File: src/hdl/i2ctq_pkg.sv
// Shared types and constants of the I2C transaction queue sequencer.
package i2ctq_pkg;

  localparam int unsigned QueueDepthDefault = 8;
  localparam int unsigned MaxWrite          = 4;
  localparam int unsigned MaxRead           = 2;

  typedef enum logic [1:0] {
    CMD_ENQ  = 2'd0,
    CMD_POLL = 2'd1,
    CMD_IRQ  = 2'd2,
    CMD_NOP  = 2'd3
  } cmd_e;

  typedef enum logic [1:0] {
    MODE_IDLE   = 2'd0,
    MODE_ACTIVE = 2'd1,
    MODE_WDONE  = 2'd2,
    MODE_RDONE  = 2'd3
  } mode_e;

  typedef enum logic [2:0] {
    PH_WR_DATA = 3'd0,
    PH_WR_DONE = 3'd1,
    PH_RD_ADDR = 3'd2,
    PH_RD_DATA = 3'd3,
    PH_RD_ACK  = 3'd4,
    PH_RD_STOP = 3'd5,
    PH_RD_DONE = 3'd6
  } phase_e;

  typedef enum logic [2:0] {
    ACT_NONE   = 3'd0,
    ACT_START  = 3'd1,
    ACT_RSTART = 3'd2,
    ACT_STOP   = 3'd3,
    ACT_TX     = 3'd4,
    ACT_RCEN   = 3'd5,
    ACT_ACK    = 3'd6
  } action_e;

  typedef struct packed {
    logic [2:0]      tag;
    logic [2:0]      wcount;
    logic [3:0][7:0] wbytes;
    logic [1:0]      rcount;
    logic [7:0]      raddr;
  } entry_t;

  localparam int unsigned EntryWidth = $bits(entry_t);

  typedef struct packed {
    action_e     bus_action;
    logic [7:0]  tx_byte;
    logic        done_res;
    logic [2:0]  done_chan;
    logic [15:0] read_word;
    logic        was_read;
    logic        dropped;
    logic        busy_res;
  } result_t;

endpackage

File: src/hdl/i2ctq_req_if.sv
// Request channel: one queue command with its transaction fields.
interface i2ctq_req_if;
  logic       valid;
  logic       ready;
  logic [1:0] cmd;
  logic [2:0] chan_tag;
  logic [2:0] write_count;
  logic [7:0] write_byte_0;
  logic [7:0] write_byte_1;
  logic [7:0] write_byte_2;
  logic [7:0] write_byte_3;
  logic [1:0] read_count;
  logic [7:0] read_address;
  logic [7:0] rx_byte;

  modport source (
    output valid, cmd, chan_tag, write_count, write_byte_0, write_byte_1,
           write_byte_2, write_byte_3, read_count, read_address, rx_byte,
    input  ready
  );

  modport sink (
    input  valid, cmd, chan_tag, write_count, write_byte_0, write_byte_1,
           write_byte_2, write_byte_3, read_count, read_address, rx_byte,
    output ready
  );
endinterface

File: src/hdl/i2ctq_rsp_if.sv
// Response channel: bus action and retirement report for one request.
interface i2ctq_rsp_if;
  logic        valid;
  logic        ready;
  logic [2:0]  bus_action;
  logic [7:0]  tx_byte;
  logic        done_res;
  logic [2:0]  done_chan;
  logic [15:0] read_word;
  logic        was_read;
  logic        dropped;
  logic        busy_res;

  modport source (
    output valid, bus_action, tx_byte, done_res, done_chan, read_word, was_read,
           dropped, busy_res,
    input  ready
  );

  modport sink (
    input  valid, bus_action, tx_byte, done_res, done_chan, read_word, was_read,
           dropped, busy_res,
    output ready
  );
endinterface

File: src/hdl/i2ctq_ram.sv
// Generic single-port-write, single-port-read RAM with registered read data.
module i2ctq_ram #(
  parameter int unsigned Width = 8,
  parameter int unsigned Depth = 8
) (
  input  logic                     clk_i,
  input  logic                     we_i,
  input  logic [$clog2(Depth)-1:0] waddr_i,
  input  logic [Width-1:0]         wdata_i,
  input  logic [$clog2(Depth)-1:0] raddr_i,
  output logic [Width-1:0]         rdata_o
);

  logic [Width-1:0] mem_q [Depth];
  logic [Width-1:0] rdata_q;

  always_ff @(posedge clk_i) begin
    if (we_i) begin
      mem_q[waddr_i] <= wdata_i;
    end
    rdata_q <= mem_q[raddr_i];
  end

  assign rdata_o = rdata_q;

endmodule

File: src/hdl/i2c_transaction_queue_sequencer.sv
// Top level: I2C master transaction queue and bus phase sequencer.
//
//   channel | modport | carries
//   --------+---------+------------------------------------------------
//   req_i   | sink    | command, transaction fields, received bus byte
//   rsp_o   | source  | bus action, transmit byte, retirement report
//
// Each request is handled in the cycle it is accepted and its response is
// registered, so one request per cycle is taken unless a held response
// stalls it; the head queue entry comes from a registered-read RAM kept on
// the next head position, with a bypass for a write to that same position.
// Reset clears pointers, mode, phase and counters; the queue RAM is not
// cleared. A response held by a stalled sink blocks new requests only while
// it is not being taken.
module i2c_transaction_queue_sequencer #(
  parameter int unsigned QueueDepth = i2ctq_pkg::QueueDepthDefault
) (
  input  logic        clk_i,
  input  logic        rst_ni,
  i2ctq_req_if.sink   req_i,
  i2ctq_rsp_if.source rsp_o
);
  import i2ctq_pkg::*;

  localparam int unsigned AddrW = $clog2(QueueDepth);

  logic [AddrW-1:0] head_q, head_d, tail_q, tail_d;
  logic [AddrW-1:0] head_nxt, tail_nxt;
  mode_e            mode_q, mode_d;
  phase_e           phase_q, phase_d;
  logic [2:0]       widx_q, widx_d;
  logic [1:0]       ridx_q, ridx_d, ridx_inc;
  logic [15:0]      rbuf_q, rbuf_d;

  logic    out_valid_q;
  result_t out_q, res;
  logic    accept, in_ready;

  logic   we;
  entry_t wr_entry, ram_entry, cur;
  logic   byp_q, byp_d;
  entry_t byp_data_q;

  cmd_e cmd;

  assign in_ready    = !out_valid_q || rsp_o.ready;
  assign accept      = req_i.valid && in_ready;
  assign req_i.ready = in_ready;
  assign cmd         = cmd_e'(req_i.cmd);

  assign head_nxt = (head_q == AddrW'(QueueDepth - 1)) ? '0 : head_q + 1'b1;
  assign tail_nxt = (tail_q == AddrW'(QueueDepth - 1)) ? '0 : tail_q + 1'b1;

  // Saturate counts on entry
  always_comb begin
    wr_entry.tag    = req_i.chan_tag;
    wr_entry.wcount = (req_i.write_count > 3'(MaxWrite)) ? 3'(MaxWrite)
                                                        : req_i.write_count;
    wr_entry.wbytes = {req_i.write_byte_3, req_i.write_byte_2,
                       req_i.write_byte_1, req_i.write_byte_0};
    wr_entry.rcount = (req_i.read_count > 2'(MaxRead)) ? 2'(MaxRead)
                                                      : req_i.read_count;
    wr_entry.raddr  = req_i.read_address;
  end

  i2ctq_ram #(
    .Width (EntryWidth),
    .Depth (QueueDepth)
  ) u_queue (
    .clk_i   (clk_i),
    .we_i    (we),
    .waddr_i (tail_q),
    .wdata_i (wr_entry),
    .raddr_i (head_d),
    .rdata_o (ram_entry)
  );

  // Bypass a write that lands on the entry being read
  assign byp_d = we && (tail_q == head_d);
  assign cur   = byp_q ? byp_data_q : ram_entry;

  assign ridx_inc = (ridx_q < 2'd3) ? ridx_q + 2'd1 : ridx_q;

  always_comb begin
    head_d  = head_q;
    tail_d  = tail_q;
    mode_d  = mode_q;
    phase_d = phase_q;
    widx_d  = widx_q;
    ridx_d  = ridx_q;
    rbuf_d  = rbuf_q;
    we      = 1'b0;
    res     = '0;

    if (accept) begin
      unique case (cmd)
        CMD_ENQ: begin
          if (tail_nxt == head_q) begin
            res.dropped = 1'b1;
          end else begin
            we     = 1'b1;
            tail_d = tail_nxt;
          end
        end
        CMD_POLL: begin
          if (mode_q == MODE_IDLE) begin
            if (head_q != tail_q) begin
              mode_d         = MODE_ACTIVE;
              phase_d        = PH_WR_DATA;
              widx_d         = '0;
              ridx_d         = '0;
              rbuf_d         = '0;
              res.bus_action = ACT_START;
            end
          end else if (mode_q == MODE_WDONE || mode_q == MODE_RDONE) begin
            res.done_res  = 1'b1;
            res.done_chan = cur.tag;
            if (mode_q == MODE_RDONE) begin
              res.was_read  = 1'b1;
              res.read_word = rbuf_q;
            end
            head_d = head_nxt;
            mode_d = MODE_IDLE;
          end
        end
        CMD_IRQ: begin
          if (mode_q != MODE_IDLE) begin
            unique case (phase_q)
              PH_WR_DATA: begin
                if (mode_q == MODE_ACTIVE) begin
                  if (widx_q < cur.wcount) begin
                    res.bus_action = ACT_TX;
                    res.tx_byte    = cur.wbytes[widx_q[1:0]];
                    widx_d         = widx_q + 3'd1;
                  end else if (cur.rcount != 2'd0) begin
                    phase_d        = PH_RD_ADDR;
                    res.bus_action = ACT_RSTART;
                  end else begin
                    phase_d        = PH_WR_DONE;
                    res.bus_action = ACT_STOP;
                  end
                end
              end
              PH_WR_DONE: begin
                if (mode_q == MODE_ACTIVE) begin
                  mode_d = MODE_WDONE;
                end
              end
              PH_RD_ADDR: begin
                res.bus_action = ACT_TX;
                res.tx_byte    = cur.raddr;
                ridx_d         = '0;
                phase_d        = PH_RD_DATA;
              end
              PH_RD_DATA: begin
                res.bus_action = ACT_RCEN;
                phase_d        = PH_RD_ACK;
              end
              PH_RD_ACK: begin
                res.bus_action = ACT_ACK;
                // First byte is the high byte of the read word
                if (ridx_q == 2'd0) begin
                  rbuf_d[15:8] = req_i.rx_byte;
                end else if (ridx_q == 2'd1) begin
                  rbuf_d[7:0] = req_i.rx_byte;
                end
                ridx_d  = ridx_inc;
                phase_d = (ridx_inc < cur.rcount) ? PH_RD_DATA : PH_RD_STOP;
              end
              PH_RD_STOP: begin
                res.bus_action = ACT_STOP;
                phase_d        = PH_RD_DONE;
              end
              PH_RD_DONE: begin
                if (mode_q == MODE_ACTIVE) begin
                  mode_d = MODE_RDONE;
                end
              end
              default: begin
              end
            endcase
          end
        end
        default: begin
        end
      endcase
    end

    res.busy_res = (mode_d != MODE_IDLE);
  end

  always_ff @(posedge clk_i or negedge rst_ni) begin
    if (!rst_ni) begin
      head_q      <= '0;
      tail_q      <= '0;
      mode_q      <= MODE_IDLE;
      phase_q     <= PH_WR_DATA;
      widx_q      <= '0;
      ridx_q      <= '0;
      rbuf_q      <= '0;
      byp_q       <= 1'b0;
      out_valid_q <= 1'b0;
    end else begin
      head_q  <= head_d;
      tail_q  <= tail_d;
      mode_q  <= mode_d;
      phase_q <= phase_d;
      widx_q  <= widx_d;
      ridx_q  <= ridx_d;
      rbuf_q  <= rbuf_d;
      byp_q   <= byp_d;
      if (accept) begin
        out_valid_q <= 1'b1;
      end else if (rsp_o.ready) begin
        out_valid_q <= 1'b0;
      end
    end
  end

  always_ff @(posedge clk_i) begin
    if (we) begin
      byp_data_q <= wr_entry;
    end
    if (accept) begin
      out_q <= res;
    end
  end

  assign rsp_o.valid      = out_valid_q;
  assign rsp_o.bus_action = out_q.bus_action;
  assign rsp_o.tx_byte    = out_q.tx_byte;
  assign rsp_o.done_res   = out_q.done_res;
  assign rsp_o.done_chan  = out_q.done_chan;
  assign rsp_o.read_word  = out_q.read_word;
  assign rsp_o.was_read   = out_q.was_read;
  assign rsp_o.dropped    = out_q.dropped;
  assign rsp_o.busy_res   = out_q.busy_res;

endmodule

File: src/flat_wrapper.sv
// flat-port wrapper written by rule: the top's interface ports become plain ports
module i2c_transaction_queue_sequencer_flat import i2ctq_pkg::*;
#(
  parameter int unsigned QueueDepth = i2ctq_pkg::QueueDepthDefault
)
  (clk_i, rst_ni, req_i_valid, req_i_cmd, req_i_chan_tag, req_i_write_count, req_i_write_byte_0, req_i_write_byte_1, req_i_write_byte_2, req_i_write_byte_3, req_i_read_count, req_i_read_address, req_i_rx_byte, req_i_ready, rsp_o_valid, rsp_o_bus_action, rsp_o_tx_byte, rsp_o_done_res, rsp_o_done_chan, rsp_o_read_word, rsp_o_was_read, rsp_o_dropped, rsp_o_busy_res, rsp_o_ready);
  i2ctq_req_if req_i_i ();
  i2ctq_rsp_if rsp_o_i ();
  input  logic clk_i;
  input  logic rst_ni;
  input wire logic [$bits(req_i_i.valid)-1:0] req_i_valid;
  input wire logic [$bits(req_i_i.cmd)-1:0] req_i_cmd;
  input wire logic [$bits(req_i_i.chan_tag)-1:0] req_i_chan_tag;
  input wire logic [$bits(req_i_i.write_count)-1:0] req_i_write_count;
  input wire logic [$bits(req_i_i.write_byte_0)-1:0] req_i_write_byte_0;
  input wire logic [$bits(req_i_i.write_byte_1)-1:0] req_i_write_byte_1;
  input wire logic [$bits(req_i_i.write_byte_2)-1:0] req_i_write_byte_2;
  input wire logic [$bits(req_i_i.write_byte_3)-1:0] req_i_write_byte_3;
  input wire logic [$bits(req_i_i.read_count)-1:0] req_i_read_count;
  input wire logic [$bits(req_i_i.read_address)-1:0] req_i_read_address;
  input wire logic [$bits(req_i_i.rx_byte)-1:0] req_i_rx_byte;
  output wire logic [$bits(req_i_i.ready)-1:0] req_i_ready;
  output wire logic [$bits(rsp_o_i.valid)-1:0] rsp_o_valid;
  output wire logic [$bits(rsp_o_i.bus_action)-1:0] rsp_o_bus_action;
  output wire logic [$bits(rsp_o_i.tx_byte)-1:0] rsp_o_tx_byte;
  output wire logic [$bits(rsp_o_i.done_res)-1:0] rsp_o_done_res;
  output wire logic [$bits(rsp_o_i.done_chan)-1:0] rsp_o_done_chan;
  output wire logic [$bits(rsp_o_i.read_word)-1:0] rsp_o_read_word;
  output wire logic [$bits(rsp_o_i.was_read)-1:0] rsp_o_was_read;
  output wire logic [$bits(rsp_o_i.dropped)-1:0] rsp_o_dropped;
  output wire logic [$bits(rsp_o_i.busy_res)-1:0] rsp_o_busy_res;
  input wire logic [$bits(rsp_o_i.ready)-1:0] rsp_o_ready;
  assign req_i_i.valid = req_i_valid;
  assign req_i_i.cmd = req_i_cmd;
  assign req_i_i.chan_tag = req_i_chan_tag;
  assign req_i_i.write_count = req_i_write_count;
  assign req_i_i.write_byte_0 = req_i_write_byte_0;
  assign req_i_i.write_byte_1 = req_i_write_byte_1;
  assign req_i_i.write_byte_2 = req_i_write_byte_2;
  assign req_i_i.write_byte_3 = req_i_write_byte_3;
  assign req_i_i.read_count = req_i_read_count;
  assign req_i_i.read_address = req_i_read_address;
  assign req_i_i.rx_byte = req_i_rx_byte;
  assign req_i_ready = req_i_i.ready;
  assign rsp_o_valid = rsp_o_i.valid;
  assign rsp_o_bus_action = rsp_o_i.bus_action;
  assign rsp_o_tx_byte = rsp_o_i.tx_byte;
  assign rsp_o_done_res = rsp_o_i.done_res;
  assign rsp_o_done_chan = rsp_o_i.done_chan;
  assign rsp_o_read_word = rsp_o_i.read_word;
  assign rsp_o_was_read = rsp_o_i.was_read;
  assign rsp_o_dropped = rsp_o_i.dropped;
  assign rsp_o_busy_res = rsp_o_i.busy_res;
  assign rsp_o_i.ready = rsp_o_ready;
  i2c_transaction_queue_sequencer #(.QueueDepth(QueueDepth)) u_core (.clk_i(clk_i), .rst_ni(rst_ni), .req_i(req_i_i), .rsp_o(rsp_o_i));
endmodule
File: config.mk
export PLATFORM = sky130hd
export DESIGN_NAME = i2c_transaction_queue_sequencer_flat
export DESIGN_NICKNAME = d
export VERILOG_FILES = /design/src/hdl/i2ctq_pkg.sv /design/src/hdl/i2ctq_req_if.sv /design/src/hdl/i2ctq_rsp_if.sv /design/src/hdl/i2ctq_ram.sv /design/src/hdl/i2c_transaction_queue_sequencer.sv /design/src/flat_wrapper.sv
export SDC_FILE = /design/constraint.sdc
export NUM_CORES = 1
export LEC_CHECK = 0
export ABC_AREA = 1
export BUFFER_PORTS_ARGS = -buffer_cell sky130_fd_sc_hd__buf_2
export CORE_MARGIN = 5
export CORE_UTILIZATION = 40
export CTS_CLUSTER_SIZE = 20
export DETAILED_ROUTE_END_ITERATION = 12
export GPL_ROUTABILITY_DRIVEN = 1
export MAX_ROUTING_LAYER = met4
export PLACE_DENSITY = 0.52
export SKIP_CTS_REPAIR_TIMING = 1
export SLEW_MARGIN = 40
export SYNTH_ARGS = -nofsm -noshare
export SYNTH_HDL_FRONTEND = slang
export SYNTH_SLANG_ARGS = --single-unit
File: constraint.sdc
create_clock -name clk_i -period 6.9 [get_ports clk_i]
set_input_delay 0 -clock clk_i [delete_from_list [all_inputs] [get_ports clk_i]]
set_output_delay 0 -clock clk_i [all_outputs]
set_load 0.005 [all_outputs]
After elaboration in Yosys (flattened, before gate mapping)
Memory sizes are Yosys's and may differ from the RTL's. A register that Yosys moved wholly into a read port is not among the register bits.
Index checks and enable logic that the tools add are counted.
{ "totals": {"regBits": 116, "ramBits": 384, "word_cells": 164, "n_memories": 1} }
{ "mem_list": {"columns": ["name", "depth", "width", "read_ports", "rd_ports_with_merged_regs", "write_ports", "line_no", "source"], "rows": [
  ["u_core.u_queue.mem_q", 8, 48, 1, 1, 1, "i2ctq_ram.sv:14", "logic [Width-1:0] mem_q [Depth];"]
]} }
{ "op_classes": {"addsub": 4, "n_lt_le_gt_ge": 6, "eq_ne": 31, "n_mux": 68, "bitwise": 4, "n_reduce_logical": 24} }
{ "op_table": {"columns": ["operator", "count"], "rows": [
  ["$mux W16", 4],
  ["$mux W3", 19],
  ["$mux W48", 1],
  ["$mux W8", 5],
  ["$pmux W16 S2", 1],
  ["$pmux W3 S5", 2],
  ["$mux W2", 13],
  ["$reduce_and A8 Y1", 3],
  ["$mux W11", 2],
  ["$mux W21", 1],
  ["$pmux W3 S2", 3],
  ["$mux W17", 1],
  ["$bmux W8 S2", 1],
  ["$pmux W2 S2", 4],
  ["$pmux W8 S2", 1],
  ["$eq A3 B3 Y1 const B", 5],
  ["$ne A2 B1 Y1 const B", 7],
  ["$mux W1", 10],
  ["$reduce_bool A2 Y1", 5],
  ["$add A3 B1 Y3 const B", 3],
  ["$reduce_and A7 Y1", 1],
  ["$eq A2 B1 Y1 const B", 3],
  ["$eq A2 B2 Y1 const B", 3],
  ["$eq A3 B2 Y1 const B", 2],
  ["26 further kinds", 37]
]} }

Longest topological paths before layout
{ "depth": {"word_depth": 8, "mapped_depth": 15} }

Cells and area by module
From an unflattened synthesis, not the netlist that was laid out.
{ "unflattened": {"cells_unflattened": 2346, "hier_area_um2": 23465.0} }
{ "modules_own_cells": {"columns": ["mod", "instances", "cells_each", "area_each_um2", "seq_area_each_um2"], "rows": [
  ["i2ctq_ram", 1, 1725, 17670.7, 12492.0],
  ["i2c_transaction_queue_sequencer", 1, 621, 5794.3, 3313.2]
]} }

Worst setup path before layout
OpenSTA, ideal clock, no wires.
{ "synth_path": {"path_kind": "register to register", "start": "reg u_core.out_valid_q (netlist: u_core.rsp_o.valid)", "end": "mem u_core.u_queue.mem_q[1][0] (netlist bit), enable pin", "setup_ps": 454, "arrival_time_ps": 5046, "slack_ps": 1400, "stages_incl_launch_ff": 8, "n_path_buf": 0, "period_less_slack_ps": 5500, "path_cell_list": "dfrtp_1 nand2_1 nand2_1 inv_1 nand3_1 inv_1 nand2_1 nor2_1"} }
{ "synth_via": {"elab_chain_len": 6} }
{ "synth_lines": {"columns": ["element", "line_no", "source"], "rows": [
  ["start, declared", "i2c_transaction_queue_sequencer.sv:35", "logic out_valid_q;"],
  ["start signal, assigned", "i2c_transaction_queue_sequencer.sv:202", "out_valid_q <= 1'b0;"],
  ["start signal, assigned", "i2c_transaction_queue_sequencer.sv:213", "out_valid_q <= 1'b1;"],
  ["start signal, assigned", "i2c_transaction_queue_sequencer.sv:215", "out_valid_q <= 1'b0;"],
  ["$logic_not A1 Y1", "i2c_transaction_queue_sequencer.sv:46", "assign in_ready = !out_valid_q || rsp_o.ready;"],
  ["$logic_or A1 B1 Y1", "i2c_transaction_queue_sequencer.sv:46", null],
  ["net req_i_ready", "flat_wrapper.sv:22", "output wire logic [$bits(req_i_i.ready)-1:0] req_i_ready;"],
  ["$logic_and A1 B1 Y1", "i2c_transaction_queue_sequencer.sv:47", "assign accept = req_i.valid && in_ready;"],
  ["net u_core.accept", "i2c_transaction_queue_sequencer.sv:37", "logic accept, in_ready;"],
  ["$mux W1", "i2c_transaction_queue_sequencer.sv:95", "if (accept) begin"],
  ["net u_core.u_queue.we_i", "i2ctq_ram.sv:7", "input logic we_i,"],
  ["$mux W1", "i2ctq_ram.sv:18", "if (we_i) begin"],
  ["$mux W1 (implied by the code)", "i2ctq_ram.sv:19", "mem_q[waddr_i] <= wdata_i;"],
  ["end, declared", "i2ctq_ram.sv:14", null]
]} }
The timed path passes the listed nets, and every way through them passes these cells.

Worst setup path after layout
{ "layout_path": {"start": "reg u_core.tail_q[0]", "end": "mem u_core.u_queue.mem_q[3][37] (netlist bit), enable pin"} }
{ "layout_via": {"elab_chain_len": 8, "elab_cells_between_ends": 9, "cone_classes": "add/sub (1); eq/ne (2); mux (6)"} }
{ "layout_lines": {"columns": ["element", "line_no", "source"], "rows": [
  ["start, declared", "i2c_transaction_queue_sequencer.sv:27", "logic [AddrW-1:0] head_q, head_d, tail_q, tail_d;"],
  ["start signal, assigned", "i2c_transaction_queue_sequencer.sv:205", "tail_q <= tail_d;"],
  ["$add A3 B1 Y3 / $eq A3 B3 Y1 (equally long branches)", "i2c_transaction_queue_sequencer.sv:52", "assign tail_nxt = (tail_q == AddrW'(QueueDepth - 1)) ? '0 : tail_q + 1'b1;"],
  ["$mux W3 *", "i2c_transaction_queue_sequencer.sv:52", null],
  ["net u_core.tail_nxt[2]", "i2c_transaction_queue_sequencer.sv:28", "logic [AddrW-1:0] head_nxt, tail_nxt;"],
  ["$eq A3 B3 Y1 *", "i2c_transaction_queue_sequencer.sv:98", "if (tail_nxt == head_q) begin"],
  ["$mux W1 *", "i2c_transaction_queue_sequencer.sv:98", null],
  ["$mux W1 *", "i2c_transaction_queue_sequencer.sv:96", "unique case (cmd)"],
  ["$mux W1 *", "i2c_transaction_queue_sequencer.sv:95", null],
  ["net u_core.u_queue.we_i", "i2ctq_ram.sv:7", null],
  ["$mux W1 *", "i2ctq_ram.sv:18", null],
  ["$mux W1 (implied by the code) *", "i2ctq_ram.sv:19", null]
]} }
Mark *: on every way through the listed nets, which the timed path passes. The rest lies on a longest branch.

==> Flow_metrics.wiki <==
{| class="wikitable"
! Metric !! Value
|-
| Outcome || complete, no violations
|-
| Min Tclk post-route || 4269 ps
|-
| Count of endpoints failing hold in the final timing report || 0
|-
| Fin nets || 2517
|-
| Unrepaired setup endpoints after global routing || no
|-
| Routability Congestion || 0.8435
|-
| CP max-delay cell || buf_4
|-
| Clock Skews || 15.38 ps
|-
| CTS tree || done
|-
| Ratio of final minimum period to clock period || 0.6187
|-
| Routed wire length || 57760 um
|-
| EDFF count, synth || 466
|-
| First-pass iteration count of the detailed router || 5
|-
| Fraction of layout cells with a size suffix above 1 || 0.09426
|-
| Highest ir drop seen on vdd || 0.2527 mV
|-
| CP arrival || 4510 ps
|-
| Routed via count divided by cell count || 4.880
|-
| Sinks on Clock Net || 548
|-
| Initial core utilization || 0.4052
|-
| Max clock buf depth || 3
|-
| Kind of end point of the critical path || flip-flop
|-
| Final setup TNS || 0 ps
|-
| Global-route usage over all layers || 0.1837
|-
| Power per Cell Area || 342.2 mW/mm^2
|-
| Reg clk slew, reported paths || 60 ps
|-
| Setup Crit Path Kind || reg -> reg
|-
| Global Route met1 Usage || 0.2460
|-
| Endpoint of the worst-slack reg-to-reg timing path || u_core.u_queue.mem_q[3][37]
|-
| Clock root cell || clkbuf_16
|-
| Cell breakdown of the critical path || ha_1 > ha_1 > inv_1 > nand2_1 > nand2_1 > nor2_1 > nand2_1 > nand3_1 > inv_2 > buf_4 > nand2_1 > nor2_4 > buf_4
|-
| Maximum level of the CTS H-tree || 2
|-
| Mean instance size in the synthesized netlist || 10.14 um^2
|-
| Origin of the worst min-delay path || req_i_cmd[1]
|-
| Initial antenna violation count || 1
|-
| Async set-reset flop share out of synthesis || 0.06204
|-
| Met2 Resource Use GR || 0.2952
|-
| Number of synthesized register bits || 548
|-
| Most used flip-flop cell after synthesis || edfxtp_1
|-
| Number of max-slew violations in the final report || 0
|-
| Synth warnings || 0
|-
| Vias in the first global route || 15421
|-
| Number of cells produced by synthesis || 2310
|-
| Worst Max-Slew Pin Slew || 822.1 ps
|-
| Reg-to-Reg Start || u_core.tail_q[0]
|-
| Synth-to-layout area growth || 16.75%
|-
| CORE AREA || 0.05781 mm^2
|-
| Dominant cells by area after synthesis || edfxtp_1 60%, nand2_1 10%, nand3_1 8.2%
|-
| Largest driver fanout on the critical path || 52
|-
| Sum of internal, switching and leakage power || 9.359 mW
|-
| Leading post-synthesis cells by instance count || 638 x nand2_1, 466 x edfxtp_1, 398 x inv_1
|-
| Mapped Nets || 2383
|-
| Largest delay share family, worst path || simple AND/OR/NAND/NOR gates
|-
| TritonCTS Buffers || 60
|-
| Sequential-to-total area share from yosys stat || 0.6747
|-
| Residual antenna-violating net count after detailed routing || 0
|-
| Die footprint || 0.06350 mm^2
|-
| Layer with the highest usage after global routing || met2
|-
| Post-synthesis cell area || 0.02342 mm^2
|-
| Cell type with the highest aggregate area in the netlist || edfxtp_1
|-
| Hold worst-path end || u_core.rsp_o.bus_action[0]
|-
| Reported leakage power || 11.74 nW
|-
| Most Frequent Cell on Critical Path || nand2_1
|-
| Die Span Y || 252.0 um
|-
| First-pass GRT wire length || 89400 um
|-
| Number of placement rows || 88
|-
| Horizontal die dimension || 252.0 um
|-
| F_max || 234.3 MHz
|-
| Number of input and output port buffers inserted || 97
|-
| Startpoint type of the worst setup path || flip-flop
|-
| Detailed-route DRC error count || 0
|-
| Total number of vias || 15910
|-
| HPWL after DPL || 32160 um
|-
| Remaining max-slew budget at the tightest pin || 0.4501
|-
| Hold Crit Depth || 5
|-
| Data required time at the worst endpoint || 7140 ps
|-
| Insertion delay to the later sink of the worst-skew pair || 610 ps
|-
| Buffers plus inverters on the worst setup path || 4
|-
| Count of pins on the block boundary || 98
|-
| Slack of the worst reg-to-reg path || 2630 ps
|-
| Setup Viol. Count Final || 0
|-
| Class of the tightest hold or removal check || in -> reg
|-
| Maximum number of pins on one net before global-route repair || 94
|-
| Number of different library cells in the post-synthesis netlist || 31
|-
| Highest cell delay on the worst timing path || 640 ps
|-
| Iter 0 DRT Violations || 1126
|-
| Post-DR wirelength/cell || 17.72 um
|-
| Path depth of the worst reg2reg path || 13
|-
| Yosys top cell area share || 0.5974
|-
| Global-route track usage on met3 || 0.02598
|-
| Maximum Capacitance Violations || 0
|-
| Gr ovfl total || 0
|-
| Cell with the most instances after synthesis || nand2_1
|}
-- tightest hold or removal path: cells and delay by family --
kind	cells	cell delay (ps)
AO/OA/AOI/OAI	1	130
buffers and inverters	2	190
adder cells (fa/ha/maj)	1	160
AND/OR/NAND/NOR	1	60
-- logic make-up (layout without fill, tap and decap cells) --
group | Yosys count | count (layout) | synth area share
compound gates | 72 | 72 | 0.01618
xor+xnor | 5 | 5 | 0.001869
fa+ha+maj | 11 | 11 | 0.005875
buf+inv | 517 | 700 | 0.08616
flops | 548 | 548 | 0.6747
mux | 2 | 2 | 0.0008546
other cells | 0 | 2 | 0
simple gates | 1155 | 1155 | 0.2143
-- metal layers --
metal | vias up | part of all wire | routed length (um)
li1 | 7769 | - | -
met1 | 7650 | 0.45 | 26130
met2 | 390 | 0.47 | 27210
met3 | 101 | 0.051 | 2958
met4 | 0 | 0.025 | 1454
met5 | - | 0 | 0
-- cell usage in the layout (no fill, tap or decap), types with 18 or more instances in the layout --
master | Yosys | final
clkbuf_1 | 53 | 18
a21oi_1 | 33 | 33
nor2_1 | 70 | 62
nand3b_1 | 48 | 48
dlygate4sd3_1 | 0 | 63
dfrtp_1 | 34 | 32
inv_1 | 398 | 396
nand2_1 | 638 | 635
o21ai_0 | 33 | 33
buf_2 | 50 | 97
edfxtp_1 | 466 | 466
dfxtp_1 | 48 | 48
nand3_1 | 385 | 385
clkbuf_16 | 0 | 61
-- cell type report --
class,instances,area [um^2]
sequential,548,15810
fill,5366,30460
multi-input combinational,1245,5707
timing repair buffer,187,1405
clock inverter,24,252.7
clock buffer,87,1704
inverter,402,1510
tap,765,957.2
antenna,2,5.005
-- flip-flops by register name, indices dropped and copies added, names as in the netlist, 8 cells and up --
register                flops
u_core.u_queue.mem_q      384
u_core.byp_data_q          48
u_core.u_queue.rdata_o     48
u_core.rbuf_q              16
u_core.rsp_o.read_word     16
u_core.rsp_o.tx_byte        8
-- power breakdown --
group	leakage (nW)	total, mW	internal [mW]	switching, mW
Combinational	5.69	2.14	0.639	1.50
Sequential	5.08	4.05	3.91	0.140
Clock	0.967	3.17	1.89	1.28
Total	11.7	9.36	6.44	2.92
-- metrics by stage --
step	setup slack, ps	hold slack (ps)	cells	cell area (um^2)	util
after detailed placement	2604	-11.73	3084	24750	0.4281
after CTS	2605	-683.6	3195	26700	0.4620
after floorplan	1400	-295.6	2310	23430	-
final	2631	28.33	3260	27350	0.4731
after global routing	2388	36.26	3259	27350	0.4731
after global placement	2689	145.6	3081	24650	0.4264
-- how the worst max path moves through the flow --
stage / startpoint / end / slack (ps) / cells after the start
detailed placement: u_core.tail_q[0] / u_core.u_queue.mem_q[1][32] / 2600 / 13
global placement: u_core.tail_q[0] / u_core.u_queue.mem_q[3][36] / 2690 / 13
CTS: u_core.tail_q[0] / u_core.u_queue.mem_q[1][40] / 2610 / 13
finish: u_core.tail_q[0] / u_core.u_queue.mem_q[3][37] / 2630 / 13
global route: u_core.tail_q[0] / u_core.u_queue.mem_q[1][39] / 2390 / 13
floorplan: u_core.rsp_o.valid / u_core.u_queue.mem_q[1][0] / 1400 / 7
Power figures use the tool's default switching activity.
